$ cat src/rtl/dlp_pkg.sv
// dhcp lease pool table: shared types, codes and reset values
// used by dlp_mem, dlp_engine and dhcp_lease_pool_table_core; no dependencies
`timescale 1ns / 1ps

package dlp_pkg;

    localparam int POOL_DEPTH_DEF = 16;

    localparam int IP_W      = 32;
    localparam int COUNT_W   = 5;
    localparam int SEC_W     = 32;
    localparam int ID_W      = 64;
    localparam int OP_W      = 2;
    localparam int STATUS_W  = 3;
    localparam int ENTRY_W   = 4;
    localparam int CFG_IDX_W = 2;
    localparam int CFG_DAT_W = 32;

    // one lease record: {owner_hi, owner_lo, start}
    localparam int MEM_W = 2 * ID_W + SEC_W;

    // operations
    localparam logic [OP_W-1:0] OP_DISCOVER = 2'd0;
    localparam logic [OP_W-1:0] OP_REQUEST  = 2'd1;
    localparam logic [OP_W-1:0] OP_TICK     = 2'd2;

    // result status codes
    localparam logic [STATUS_W-1:0] ST_OFFER       = 3'd0;
    localparam logic [STATUS_W-1:0] ST_ACK         = 3'd1;
    localparam logic [STATUS_W-1:0] ST_NAK         = 3'd2;
    localparam logic [STATUS_W-1:0] ST_EXHAUSTED   = 3'd3;
    localparam logic [STATUS_W-1:0] ST_NOT_IN_POOL = 3'd4;
    localparam logic [STATUS_W-1:0] ST_TICK_DONE   = 3'd5;

    // configuration register indexes
    localparam logic [CFG_IDX_W-1:0] REG_POOL_BASE_IP  = 2'd0;
    localparam logic [CFG_IDX_W-1:0] REG_POOL_COUNT    = 2'd1;
    localparam logic [CFG_IDX_W-1:0] REG_LEASE_SECONDS = 2'd2;

    // configuration reset values (192.168.5.3, sixteen entries, one hour)
    localparam logic [IP_W-1:0]    RST_POOL_BASE_IP  = 32'hC0A8_0503;
    localparam logic [COUNT_W-1:0] RST_POOL_COUNT    = 5'd16;
    localparam logic [SEC_W-1:0]   RST_LEASE_SECONDS = 32'd3600;

    typedef struct packed {
        logic [IP_W-1:0]    pool_base_ip;
        logic [COUNT_W-1:0] pool_count;
        logic [SEC_W-1:0]   lease_seconds;
    } t_cfg;

    typedef struct packed {
        logic [STATUS_W-1:0] status;
        logic [IP_W-1:0]     assigned_ip;
        logic [ENTRY_W-1:0]  entry_index;
    } t_result;

    function automatic t_result mk_result(
        input logic [STATUS_W-1:0] status,
        input logic [IP_W-1:0]     ip,
        input logic [ENTRY_W-1:0]  idx
    );
        t_result r;
        r.status      = status;
        r.assigned_ip = ip;
        r.entry_index = idx;
        return r;
    endfunction

endpackage

$ cat src/rtl/dlp_mem.sv
// lease record memory: one write port, one read port with registered data
// depends on dlp_pkg
`timescale 1ns / 1ps

module dlp_mem
    import dlp_pkg::*;
#(
    parameter int DEPTH  = POOL_DEPTH_DEF,
    parameter int ADDR_W = 4,
    parameter int DATA_W = MEM_W
) (
    input  logic              i_clk,
    input  logic              i_we,
    input  logic [ADDR_W-1:0] i_waddr,
    input  logic [DATA_W-1:0] i_wdata,
    input  logic [ADDR_W-1:0] i_raddr,
    output logic [DATA_W-1:0] o_rdata
);

    logic [DATA_W-1:0] mem [DEPTH];
    logic [DATA_W-1:0] r_rdata;

    always_ff @(posedge i_clk) begin
        if (i_we) begin
            mem[i_waddr] <= i_wdata;
        end
        r_rdata <= mem[i_raddr];
    end

    assign o_rdata = r_rdata;

endmodule

$ cat src/rtl/dlp_engine.sv
// lease pool sequencer: leased flags, seconds counter, entry scans and
// read-modify-write of the lease memory; depends on dlp_pkg and dlp_mem
`timescale 1ns / 1ps

module dlp_engine
    import dlp_pkg::*;
#(
    parameter int POOL_DEPTH = POOL_DEPTH_DEF
) (
    input  logic            i_clk,
    input  logic            i_rst_n,
    input  t_cfg            i_cfg,
    input  logic            i_start,
    input  logic [OP_W-1:0] i_op,
    input  logic [IP_W-1:0] i_req_ip,
    input  logic [ID_W-1:0] i_id_hi,
    input  logic [ID_W-1:0] i_id_lo,
    output logic            o_idle,
    output logic            o_res_valid,
    output t_result         o_res,
    input  logic            i_res_ready
);

    localparam int IDX_W = (POOL_DEPTH > 1) ? $clog2(POOL_DEPTH) : 1;
    localparam int CNT_W = $clog2(POOL_DEPTH + 1);

    localparam logic [2:0] S_IDLE    = 3'd0;
    localparam logic [2:0] S_DISC    = 3'd1;
    localparam logic [2:0] S_REQ_CHK = 3'd2;
    localparam logic [2:0] S_REQ_CMP = 3'd3;
    localparam logic [2:0] S_TICK    = 3'd4;
    localparam logic [2:0] S_PUSH    = 3'd5;

    logic [2:0]            r_state, n_state;
    logic [IP_W-1:0]       r_req, n_req;
    logic [ID_W-1:0]       r_hi, n_hi;
    logic [ID_W-1:0]       r_lo, n_lo;
    logic [CNT_W-1:0]      r_ptr, n_ptr;
    logic [IDX_W-1:0]      r_off, n_off;
    logic                  r_chk_valid, n_chk_valid;
    logic [IDX_W-1:0]      r_chk_idx, n_chk_idx;
    logic [POOL_DEPTH-1:0] r_leased, n_leased;
    logic [SEC_W-1:0]      r_sec, n_sec;
    t_result               r_res, n_res;

    logic [CNT_W-1:0] w_limit;
    logic [IP_W-1:0]  w_off32;
    logic             w_in_pool;
    logic [IDX_W-1:0] w_ptr_idx;
    logic [31:0]      w_ptr32;
    logic [31:0]      w_roff32;
    logic             w_ptr_more;
    logic [IDX_W-1:0] w_raddr;
    logic             w_we;
    logic [MEM_W-1:0] w_wdata;
    logic [MEM_W-1:0] w_rdata;
    logic [ID_W-1:0]  w_rd_hi;
    logic [ID_W-1:0]  w_rd_lo;
    logic [SEC_W-1:0] w_rd_start;
    logic [SEC_W-1:0] w_age;
    logic             w_expired;

    // entries in use: min(pool_count, depth)
    assign w_limit = (32'(i_cfg.pool_count) > 32'(POOL_DEPTH)) ?
                     CNT_W'(POOL_DEPTH) : CNT_W'(i_cfg.pool_count);

    assign w_off32    = r_req - i_cfg.pool_base_ip;
    assign w_in_pool  = w_off32 < 32'(w_limit);
    assign w_ptr_idx  = r_ptr[IDX_W-1:0];
    assign w_ptr32    = 32'(r_ptr);
    assign w_roff32   = 32'(r_off);
    assign w_ptr_more = w_ptr32 < 32'(POOL_DEPTH);

    assign w_raddr = (r_state == S_TICK) ? w_ptr_idx : w_off32[IDX_W-1:0];
    assign w_wdata = {r_hi, r_lo, r_sec};

    assign w_rd_hi    = w_rdata[MEM_W-1 -: ID_W];
    assign w_rd_lo    = w_rdata[SEC_W +: ID_W];
    assign w_rd_start = w_rdata[SEC_W-1:0];
    assign w_age      = r_sec - w_rd_start;
    assign w_expired  = w_age >= i_cfg.lease_seconds;

    dlp_mem #(
        .DEPTH  (POOL_DEPTH),
        .ADDR_W (IDX_W),
        .DATA_W (MEM_W)
    ) u_mem (
        .i_clk   (i_clk),
        .i_we    (w_we),
        .i_waddr (r_off),
        .i_wdata (w_wdata),
        .i_raddr (w_raddr),
        .o_rdata (w_rdata)
    );

    always_comb begin
        n_state     = r_state;
        n_req       = r_req;
        n_hi        = r_hi;
        n_lo        = r_lo;
        n_ptr       = r_ptr;
        n_off       = r_off;
        n_chk_valid = r_chk_valid;
        n_chk_idx   = r_chk_idx;
        n_leased    = r_leased;
        n_sec       = r_sec;
        n_res       = r_res;
        w_we        = 1'b0;

        unique case (r_state)
            S_IDLE: begin
                if (i_start) begin
                    n_req = i_req_ip;
                    n_hi  = i_id_hi;
                    n_lo  = i_id_lo;
                    unique case (i_op)
                        OP_DISCOVER: begin
                            n_ptr   = '0;
                            n_state = S_DISC;
                        end
                        OP_REQUEST: begin
                            n_state = S_REQ_CHK;
                        end
                        OP_TICK: begin
                            n_sec       = r_sec + SEC_W'(1);
                            n_ptr       = '0;
                            n_chk_valid = 1'b0;
                            n_state     = S_TICK;
                        end
                        default: begin
                            n_res   = mk_result(ST_NOT_IN_POOL, '0, '0);
                            n_state = S_PUSH;
                        end
                    endcase
                end
            end
            S_DISC: begin
                // first free entry, one flag per cycle
                if (r_ptr >= w_limit) begin
                    n_res   = mk_result(ST_EXHAUSTED, '0, '0);
                    n_state = S_PUSH;
                end else if (!r_leased[w_ptr_idx]) begin
                    n_res   = mk_result(ST_OFFER, i_cfg.pool_base_ip + w_ptr32,
                                        w_ptr32[ENTRY_W-1:0]);
                    n_state = S_PUSH;
                end else begin
                    n_ptr = r_ptr + CNT_W'(1);
                end
            end
            S_REQ_CHK: begin
                if (!w_in_pool) begin
                    n_res   = mk_result(ST_NOT_IN_POOL, '0, '0);
                    n_state = S_PUSH;
                end else begin
                    n_off   = w_off32[IDX_W-1:0];
                    n_state = S_REQ_CMP;
                end
            end
            S_REQ_CMP: begin
                // record read last cycle; free entry or same owner wins
                if (!r_leased[r_off] || (w_rd_hi == r_hi && w_rd_lo == r_lo)) begin
                    w_we            = 1'b1;
                    n_leased[r_off] = 1'b1;
                    n_res = mk_result(ST_ACK, r_req, w_roff32[ENTRY_W-1:0]);
                end else begin
                    n_res = mk_result(ST_NAK, '0, w_roff32[ENTRY_W-1:0]);
                end
                n_state = S_PUSH;
            end
            S_TICK: begin
                // read entry ptr while judging the entry read in the cycle before
                if (w_ptr_more) begin
                    n_ptr       = r_ptr + CNT_W'(1);
                    n_chk_valid = 1'b1;
                    n_chk_idx   = w_ptr_idx;
                end else begin
                    n_chk_valid = 1'b0;
                end
                if (r_chk_valid && r_leased[r_chk_idx] && w_expired) begin
                    n_leased[r_chk_idx] = 1'b0;
                end
                if (!w_ptr_more && !r_chk_valid) begin
                    n_res   = mk_result(ST_TICK_DONE, '0, '0);
                    n_state = S_PUSH;
                end
            end
            S_PUSH: begin
                if (i_res_ready) begin
                    n_state = S_IDLE;
                end
            end
            default: begin
                n_state = S_IDLE;
            end
        endcase
    end

    always_ff @(posedge i_clk) begin
        if (!i_rst_n) begin
            r_state     <= S_IDLE;
            r_chk_valid <= 1'b0;
            r_leased    <= '0;
            r_sec       <= '0;
        end else begin
            r_state     <= n_state;
            r_chk_valid <= n_chk_valid;
            r_leased    <= n_leased;
            r_sec       <= n_sec;
        end
    end

    always_ff @(posedge i_clk) begin
        r_req     <= n_req;
        r_hi      <= n_hi;
        r_lo      <= n_lo;
        r_ptr     <= n_ptr;
        r_off     <= n_off;
        r_chk_idx <= n_chk_idx;
        r_res     <= n_res;
    end

    assign o_idle      = (r_state == S_IDLE);
    assign o_res_valid = (r_state == S_PUSH);
    assign o_res       = r_res;

endmodule

$ cat src/rtl/dhcp_lease_pool_table_core.sv
// dhcp lease pool table top level: stream ports, configuration registers,
// output register; depends on dlp_pkg and dlp_engine
`timescale 1ns / 1ps

// Address pool of POOL_DEPTH entries, entry i owning pool_base_ip + i. One
// item is taken at a time and gives exactly one result. A discover scans the
// leased flags one entry per cycle up to the first free one, within the pool
// size in use. A request does an address check with one read of the lease
// memory, then compare and write back, then handoff to the output register;
// an address outside the pool skips the compare and write back. A tick is
// bounded by the single read port of the lease memory that visits every
// entry once. The result then sits in an output register, and the next item
// is accepted while it waits to be taken. Leased flags live in flip-flops
// cleared by reset, so the lease memory needs no clearing pass and the block
// is ready right after reset. Configuration writes are taken at any time but
// must only be issued while the block is idle.
module dhcp_lease_pool_table_core
    import dlp_pkg::*;
#(
    parameter int POOL_DEPTH = POOL_DEPTH_DEF
) (
    input  logic                 i_clk,
    input  logic                 i_rst_n,
    // input items
    input  logic                 s_axis_tvalid,
    output logic                 s_axis_tready,
    // [31:0] requested_ip, [95:32] client_id_hi, [159:96] client_id_lo
    input  logic [159:0]         s_axis_tdata,
    // [1:0] op
    input  logic [1:0]           s_axis_tuser,
    // results
    output logic                 m_axis_tvalid,
    input  logic                 m_axis_tready,
    // [31:0] assigned_ip, [35:32] entry_index, [39:36] zero
    output logic [39:0]          m_axis_tdata,
    // [2:0] status
    output logic [2:0]           m_axis_tuser,
    // configuration writes
    input  logic                 i_cfg_valid,
    output logic                 o_cfg_ready,
    input  logic [CFG_IDX_W-1:0] i_cfg_index,
    input  logic [CFG_DAT_W-1:0] i_cfg_data
);

    t_cfg    r_cfg;
    logic    w_start;
    logic    w_idle;
    logic    w_res_valid;
    logic    w_res_ready;
    t_result w_res;
    logic    r_m_valid;
    t_result r_m_res;

    // configuration registers, always ready
    assign o_cfg_ready = 1'b1;

    always_ff @(posedge i_clk) begin
        if (!i_rst_n) begin
            r_cfg.pool_base_ip  <= RST_POOL_BASE_IP;
            r_cfg.pool_count    <= RST_POOL_COUNT;
            r_cfg.lease_seconds <= RST_LEASE_SECONDS;
        end else if (i_cfg_valid) begin
            unique case (i_cfg_index)
                REG_POOL_BASE_IP:  r_cfg.pool_base_ip  <= i_cfg_data[IP_W-1:0];
                REG_POOL_COUNT:    r_cfg.pool_count    <= i_cfg_data[COUNT_W-1:0];
                REG_LEASE_SECONDS: r_cfg.lease_seconds <= i_cfg_data[SEC_W-1:0];
                default: begin
                    // writes beyond the register list are dropped
                end
            endcase
        end
    end

    // input side: the sequencer takes a new item only when idle
    assign s_axis_tready = w_idle;
    assign w_start       = s_axis_tvalid & s_axis_tready;

    dlp_engine #(
        .POOL_DEPTH (POOL_DEPTH)
    ) u_engine (
        .i_clk       (i_clk),
        .i_rst_n     (i_rst_n),
        .i_cfg       (r_cfg),
        .i_start     (w_start),
        .i_op        (s_axis_tuser[OP_W-1:0]),
        .i_req_ip    (s_axis_tdata[IP_W-1:0]),
        .i_id_hi     (s_axis_tdata[IP_W +: ID_W]),
        .i_id_lo     (s_axis_tdata[IP_W + ID_W +: ID_W]),
        .o_idle      (w_idle),
        .o_res_valid (w_res_valid),
        .o_res       (w_res),
        .i_res_ready (w_res_ready)
    );

    // output register decouples the sequencer from a stalled consumer
    assign w_res_ready = !r_m_valid || m_axis_tready;

    always_ff @(posedge i_clk) begin
        if (!i_rst_n) begin
            r_m_valid <= 1'b0;
        end else if (w_res_valid && w_res_ready) begin
            r_m_valid <= 1'b1;
        end else if (m_axis_tready) begin
            r_m_valid <= 1'b0;
        end
    end

    always_ff @(posedge i_clk) begin
        if (w_res_valid && w_res_ready) begin
            r_m_res <= w_res;
        end
    end

    assign m_axis_tvalid = r_m_valid;
    assign m_axis_tdata  = {4'b0000, r_m_res.entry_index, r_m_res.assigned_ip};
    assign m_axis_tuser  = r_m_res.status;

`ifndef SYNTHESIS
    // a result handed over always shows up on the output next cycle
    a_res_lands: assert property (@(posedge i_clk) disable iff (!i_rst_n)
        w_res_valid && w_res_ready |=> m_axis_tvalid)
        else $error("result handoff lost");

    // one item at a time: no transfer in right after a transfer in
    a_one_in_flight: assert property (@(posedge i_clk) disable iff (!i_rst_n)
        s_axis_tvalid && s_axis_tready |=> !s_axis_tready)
        else $error("second item accepted while busy");

    // the sequencer never finishes while idle for new input
    a_idle_no_result: assert property (@(posedge i_clk) disable iff (!i_rst_n)
        w_idle |-> !w_res_valid)
        else $error("result offered while idle");

    // status codes stay within the defined set
    a_status_range: assert property (@(posedge i_clk) disable iff (!i_rst_n)
        m_axis_tvalid |-> (m_axis_tuser <= ST_TICK_DONE))
        else $error("undefined status code");
`endif

endmodule

$ cat config.mk
export PLATFORM = sky130hd
export DESIGN_NAME = dhcp_lease_pool_table_core
export DESIGN_NICKNAME = d
export VERILOG_FILES = /design/src/rtl/dlp_pkg.sv /design/src/rtl/dlp_mem.sv /design/src/rtl/dlp_engine.sv /design/src/rtl/dhcp_lease_pool_table_core.sv
export SDC_FILE = /design/constraint.sdc
export NUM_CORES = 2
export LEC_CHECK = 0
export ABC_AREA = 1
export BUFFER_PORTS_ARGS = -buffer_cell sky130_fd_sc_hd__buf_2
export CAP_MARGIN = 15
export CORE_ASPECT_RATIO = 0.75
export CORE_MARGIN = 3
export CORE_UTILIZATION = 45
export CTS_CLUSTER_DIAMETER = 120
export CTS_CLUSTER_SIZE = 30
export DETAILED_ROUTE_END_ITERATION = 10
export SLEW_MARGIN = 20
export SYNTH_ARGS = -nofsm -noshare
export SYNTH_HDL_FRONTEND = slang
export SYNTH_SLANG_ARGS = --single-unit
export TNS_END_PERCENT = 30
$ cat constraint.sdc
create_clock -name i_clk -period 20.9 [get_ports i_clk]
set_clock_uncertainty 0.1 [all_clocks]
set_input_delay 1.045 -clock i_clk [delete_from_list [all_inputs] [get_ports i_clk]]
set_output_delay 1.045 -clock i_clk [all_outputs]
set_load 0.01 [all_outputs]
# Word-level counts from Yosys, hierarchy flattened
# Memory sizes are Yosys's and may differ from the RTL's. A register that Yosys moved wholly into a read port is not among the register bits.
# Cells that the tools add are included.
[word_totals]
register_bits = 373
ramBits = 2560
word_cells = 146
n_memories = 1
[classes]
n_addsub = 5
order_cmp = 10
n_eq_ne = 24
mux = 47
bitwise = 4
n_reduce_logical = 35
[mem_list]
columns = ["name", "depth", "width", "rd", "rd_clocked_by_memory_dff", "wr", "line_no", "source"]
rows = [
  ["u_engine.u_mem.mem", 16, 160, 1, 1, 1, "dlp_mem.sv:20", "logic [DATA_W-1:0] mem [DEPTH];"],
]
[ops]
columns = ["cell", "n"]
rows = [
  ["$mux W39", 6],
  ["$pmux W39 S5", 1],
  ["$eq A64 B64 Y1", 2],
  ["$sub A32 B32 Y32", 2],
  ["$mux W38", 1],
  ["$add A32 B1 Y32 const B", 1],
  ["$add A32 B5 Y32", 1],
  ["$ge A32 B32 Y1", 1],
  ["$lt A32 B5 Y1", 1],
  ["$mux W16", 2],
  ["$pmux W16 S2", 1],
  ["$mux W5", 6],
  ["$mux W3", 6],
  ["$pmux W3 S6", 1],
  ["$and A16 B16 Y16", 1],
  ["$not A16 Y16", 1],
  ["$or A16 B16 Y16", 1],
  ["$lt A4 B5 Y1 const B", 3],
  ["$pmux W5 S3", 1],
  ["$mux W1", 14],
  ["$bmux W1 S4", 3],
  ["$ne A2 B1 Y1 const B", 6],
  ["$ne A2 B2 Y1 const B", 6],
  ["$reduce_and A2 Y1", 6],
  ["29 further kinds", 51],
]

# Logic depth before layout (Yosys ltp)
[depth]
depth_word = 8
mapped_depth = 29

# Hierarchy
# Synthesis repeated with hierarchy kept, for this count alone.
[hier_totals]
hier_cells = 12516
hier_area_um2 = 132141.7
[by_module_without_submodules]
columns = ["module", "n_inst", "cells_each", "area_each_um2", "seq_area_each_um2"]
rows = [
  ["dlp_mem", 1, 9723, 109735.2, 80076.8],
  ["dlp_engine", 1, 2319, 18192.4, 7407.1],
  ["dhcp_lease_pool_table_core", 1, 474, 4214.0, 2572.5],
]

# Worst setup path after synthesis
# Ideal clock, no wire load.
[synth_path]
kind = "flip-flop to flip-flop"
startpoint = "reg u_engine.r_hi[13]"
endpoint = "mem u_engine.u_mem.mem[11][0] (netlist name), enable pin"
arrival_time_ps = 12645
required_ps = 19924
setup_slack_ps = 7280
stages_incl_launch_ff = 13
path_buffers = 2
period_less_slack_ps = 13620
cell_sequence = "edfxtp_1 -> or2_2 -> a211oi_1 -> nand2_1 -> nor2_1 -> nand2_1 -> nor2_1 -> nand2_1 -> nand2_1 -> nand2_1 -> buf_2 -> buf_2 -> nor3_1"
[synth_between]
elab_chain_len = 7
[synth_rtl]
columns = ["element", "line_no", "source"]
rows = [
  ["start: declaration", "dlp_engine.sv:36", "logic [ID_W-1:0] r_hi, n_hi;"],
  ["start signal: assignment", "dlp_engine.sv:214", "r_hi <= n_hi;"],
  ["$eq A64 B64 Y1", "dlp_engine.sv:161", "if (!r_leased[r_off] || (w_rd_hi == r_hi && w_rd_lo == r_lo)) begin"],
  ["$logic_and A1 B1 Y1", "dlp_engine.sv:161", ""],
  ["$logic_or A1 B1 Y1", "dlp_engine.sv:161", ""],
  ["$mux W1", "dlp_engine.sv:161", ""],
  ["$mux W1", "dlp_engine.sv:110", "unique case (r_state)"],
  ["$mux W1", "dlp_mem.sv:24", "if (i_we) begin"],
  ["$mux W1 (implied by the code)", "dlp_mem.sv:25", "mem[i_waddr] <= i_wdata;"],
  ["end: declaration", "dlp_mem.sv:20", ""],
]
# No other way between the ends.

# Worst setup path in the final report
[layout_path]
startpoint = "reg u_engine.r_state[0]"
endpoint = "reg u_engine.u_mem.r_rdata[144], in the netlist u_engine.u_mem.o_rdata[144] (read register of u_engine.u_mem.mem)"
[layout_between]
elab_chain_len = 2
[layout_rtl]
columns = ["element", "line_no", "source"]
rows = [
  ["start: declaration", "dlp_engine.sv:34", "logic [2:0] r_state, n_state;"],
  ["start signal: assignment", "dlp_engine.sv:205", "r_state <= n_state;"],
  ["$eq A3 B3 Y1", "dlp_engine.sv:74", "assign w_raddr = (r_state == S_TICK) ? w_ptr_idx : w_off32[IDX_W-1:0];"],
  ["$mux W4", "dlp_engine.sv:74", ""],
  ["end: declaration", "dlp_mem.sv:21", "logic [DATA_W-1:0] r_rdata;"],
]
# No other way between the ends.
# A chain may end at the register's enable or synchronous reset.

==> summary.md <==
| Metric | Value |
|---|---|
| Slew margin rel. | 26.40% |
| Final Max Slew Viols | 0 |
| # Max-Cap Violations | 0 |
| CTS tree | done |
| Total iterations of the first detailed-routing run | 7 |
| Synth Area in Compound Gates | 12.75% |
| Proportion of synthesized area in mux cells | 0% |
| Synth Area in Simple Gates | 8.399% |
| Detailed Route WL | 329,500 um |
| Die width | 609.8 um |
| Synth warn | 0 |
| DRC viols | 0 |
| Setup TNS Final | 0 ns |
| Number of global-route vias before repair | 73,210 |
| Post-DRT Antenna Nets | 0 |
| CP Max Fanout | 111 |
| Worst-Margin Slew | 1.104 ns |
| Iteration-0 DRC Markers | 10,040 |
| Critical path required time | 21.53 ns |
| Die area | 279,800 um^2 |
| Via density | 5.825 |
| Clock transition at path regs | 0.12 ns |
| Synth Area in Adders | 1.208% |
| Syn_area_per_cell | 12.55 um^2 |
| Sequential share of the synthesized area | 73.20% |
| Dpl hpwl | 172,000 um |
| Routed len/inst | 24.59 um |
| Sink Count | 3,093 |
| Setup Buffers After CTS | 0 |
| Max Clk Rate | 157.7 MHz |
| Gr usage total | 22.86% |
| Post-route minimum period | 6.339 ns |
| HP Class | in -> reg |
| Static Leak | 0.04218 uW |
| Clock Root Buffer | clkbuf_16 |
| Die Y | 458.8 um |
| CP arrival | 6.97 ns |
| Setup crit end kind | flop |
| Placer congestion estimate | 0.9404 |
| Status | completed |
| Syn-to-layout area delta | 6.367% |
| Fin Hold WS | 0.2883 ns |
| Xor and xnor area share after synthesis | 1.068% |
| Cts hold-fix bufs | 0 |
| Initial core utilization | 45.42% |
| Antenna violations before repair | 30 |
| Hold Vio Cnt, Final | 0 |
| Setup violations, final | 0 |
| RSZ-0062 raised after global routing | no |
| Pwr per Cell Area | 125.7 nW/um^2 |
| H-tree levels | 3 |
| Post-route clock period utilization | 30.33% |
| Largest family of logic cells by synthesized area | compound AO/OA/AOI/OAI gates |
| Core region area | 270,900 um^2 |
| Net count, final | 10,020 |
| Row cnt | 165 |
| CP Launch Type | flop |
| Netlist cell types | 56 |
| Worst Path Class, Setup | reg -> reg |
| Final Util | 48.31% |
| FFs w/ async S/R, synth | 0% |
| EDFF count, synth | 2,811 |
| Worst-skew pair later-pin latency | 0.83 ns |
| Cells after synthesis | 9,803 |
| Buffers on Ports | 241 |
| Pin count of the biggest net entering global routing | 192 |
| Layout cell share with drive strength beyond 1 | 5.573% |
| Vias | 78,030 |
| First-pass GRT wire length | 487,600 um |
| GR Overflow Total | 0 |
| Maximum buffer depth of the clock tree | 3 |
| Post-synth design cell area | 123,000 um^2 |
| Worst IR Drop VDD | 0.1333 mV |
| CTS buffer count | 113 |
| Dominant synthesized flop cell | edfxtp_1 |
| Post-CTS resize count | 0 |
| Num ports | 247 |
| Synthesized flop and latch total | 3,093 |
-- final cells by class --
cell class	count	area, um^2
antenna	8	20.02
clock buffer	201	3158
clock inverter	7	77.57
fill	23650	140000
inverter	439	1678
multi-input combinational	5698	28980
sequential	3093	90060
tap	3590	4492
timing repair buffer	360	2399
-- cell usage after synthesis, drive strengths merged, types with 53 or more instances --
master / count / area share [%]
xor2: 97 / 0.69
clkbuf: 404 / 1.2
o21ai: 1757 / 7.2
buf: 172 / 0.80
nand2: 609 / 1.9
nor2: 1715 / 5.3
ha: 114 / 1.2
o221ai: 148 / 1.1
o22ai: 639 / 3.2
a21oi: 169 / 0.69
edfxtp: 2811 / 69
xnor2: 53 / 0.38
nand3: 128 / 0.52
inv: 438 / 1.3
nor3: 74 / 0.31
dfxtp: 282 / 4.6
-- layer usage --
layer	track usage (%)	share of wire [%]	vias up	wire, um
met1	34.64	45	39250	148700
met3	2.557	7.3	319	23930
li1	-	-	35520	-
met2	36.16	46	2937	151500
met5	0	0.017	-	56
met4	3.808	1.6	8	5273
-- power by group --
part,internal [uW],switching (uW)
Sequential,7370,389
Clock,1050,1800
Combinational,1700,4150
Total,10100,6340
-- path summary, 6_finish.rpt --
check	startpoint	end	slack [ns]	depth (start not counted)
worst max-delay path	u_engine.r_state[0]	u_engine.u_mem.o_rdata[144]	14.56	13
worst min-delay path	s_axis_tdata[6]	u_engine.r_req[6]	0.29	1
worst max register to register	u_engine.r_state[0]	u_engine.u_mem.o_rdata[144]	14.56	13
worst min register to register	u_engine.o_res[26]	m_axis_tdata[22]	0.33	0
-- sequential cells by signal (all words and copies together) (netlist names), 32 cells and up --
name                    count
u_engine.u_mem.mem       2560
m_axis_tdata               36
u_engine.u_mem.o_rdata    160
u_engine.r_lo              64
u_engine.r_hi              64
r_cfg                      69
u_engine.r_req             32
u_engine.r_sec             32
u_engine.o_res             39
-- stage by stage --
step	area, um^2	worst slack (ns)	std cells	power [uW]
after floorplan	123000	7.280	9806	11790
after global placement	127500	14.61	13180	13590
after detailed placement	127500	14.53	13180	13690
after CTS	130800	14.50	13390	16480
after global routing	130800	14.05	13390	17410
final	130900	14.56	13400	16450
-- placed cells by master (no fill, tap or decap), types with 22 or more instances in the layout --
| master | instances |
|---|---|
| a31oi_1 | 23 |
| o21ai_0 | 1575 |
| o22ai_1 | 639 |
| or2_2 | 24 |
| buf_12 | 22 |
| ha_1 | 114 |
| nand3_1 | 126 |
| nand2_1 | 608 |
| a21oi_1 | 169 |
| inv_1 | 430 |
| nand4_1 | 33 |
| clkbuf_1 | 88 |
| buf_4 | 95 |
| o211ai_1 | 33 |
| xor2_1 | 97 |
| buf_2 | 241 |
| o221ai_1 | 148 |
| xnor2_1 | 53 |
| clkbuf_16 | 113 |
| edfxtp_1 | 2811 |
| nor2_1 | 1708 |
| o21ai_1 | 178 |
| nor3_1 | 55 |
| dfxtp_1 | 282 |
-- cells by family (layout without fill, tap and decap cells) --
kind of cell,count (synthesis),count (layout)
AND/OR/NAND/NOR,2613,2613
other,2,13
XOR/XNOR,150,150
adder cells (fa/ha/maj),117,117
AO/OA/AOI/OAI,2813,2813
buffers and inverters,1015,1007
flip-flops,3093,3093
-- worst max-delay path, cell delays in order (launching register included) --
cell and delay [ns]:
dfxtp_1 0.38, nor2_4 0.16, inv_2 0.07, nor2_4 0.46
o21ai_4 0.36, inv_8 0.56, buf_4 0.73, buf_4 0.78
buf_4 0.92, buf_4 0.82, o21ai_0 0.21, o22ai_1 0.15
o21ai_0 0.10, o22ai_1 0.21
No activity file was read; power rests on OpenSTA's default activity.
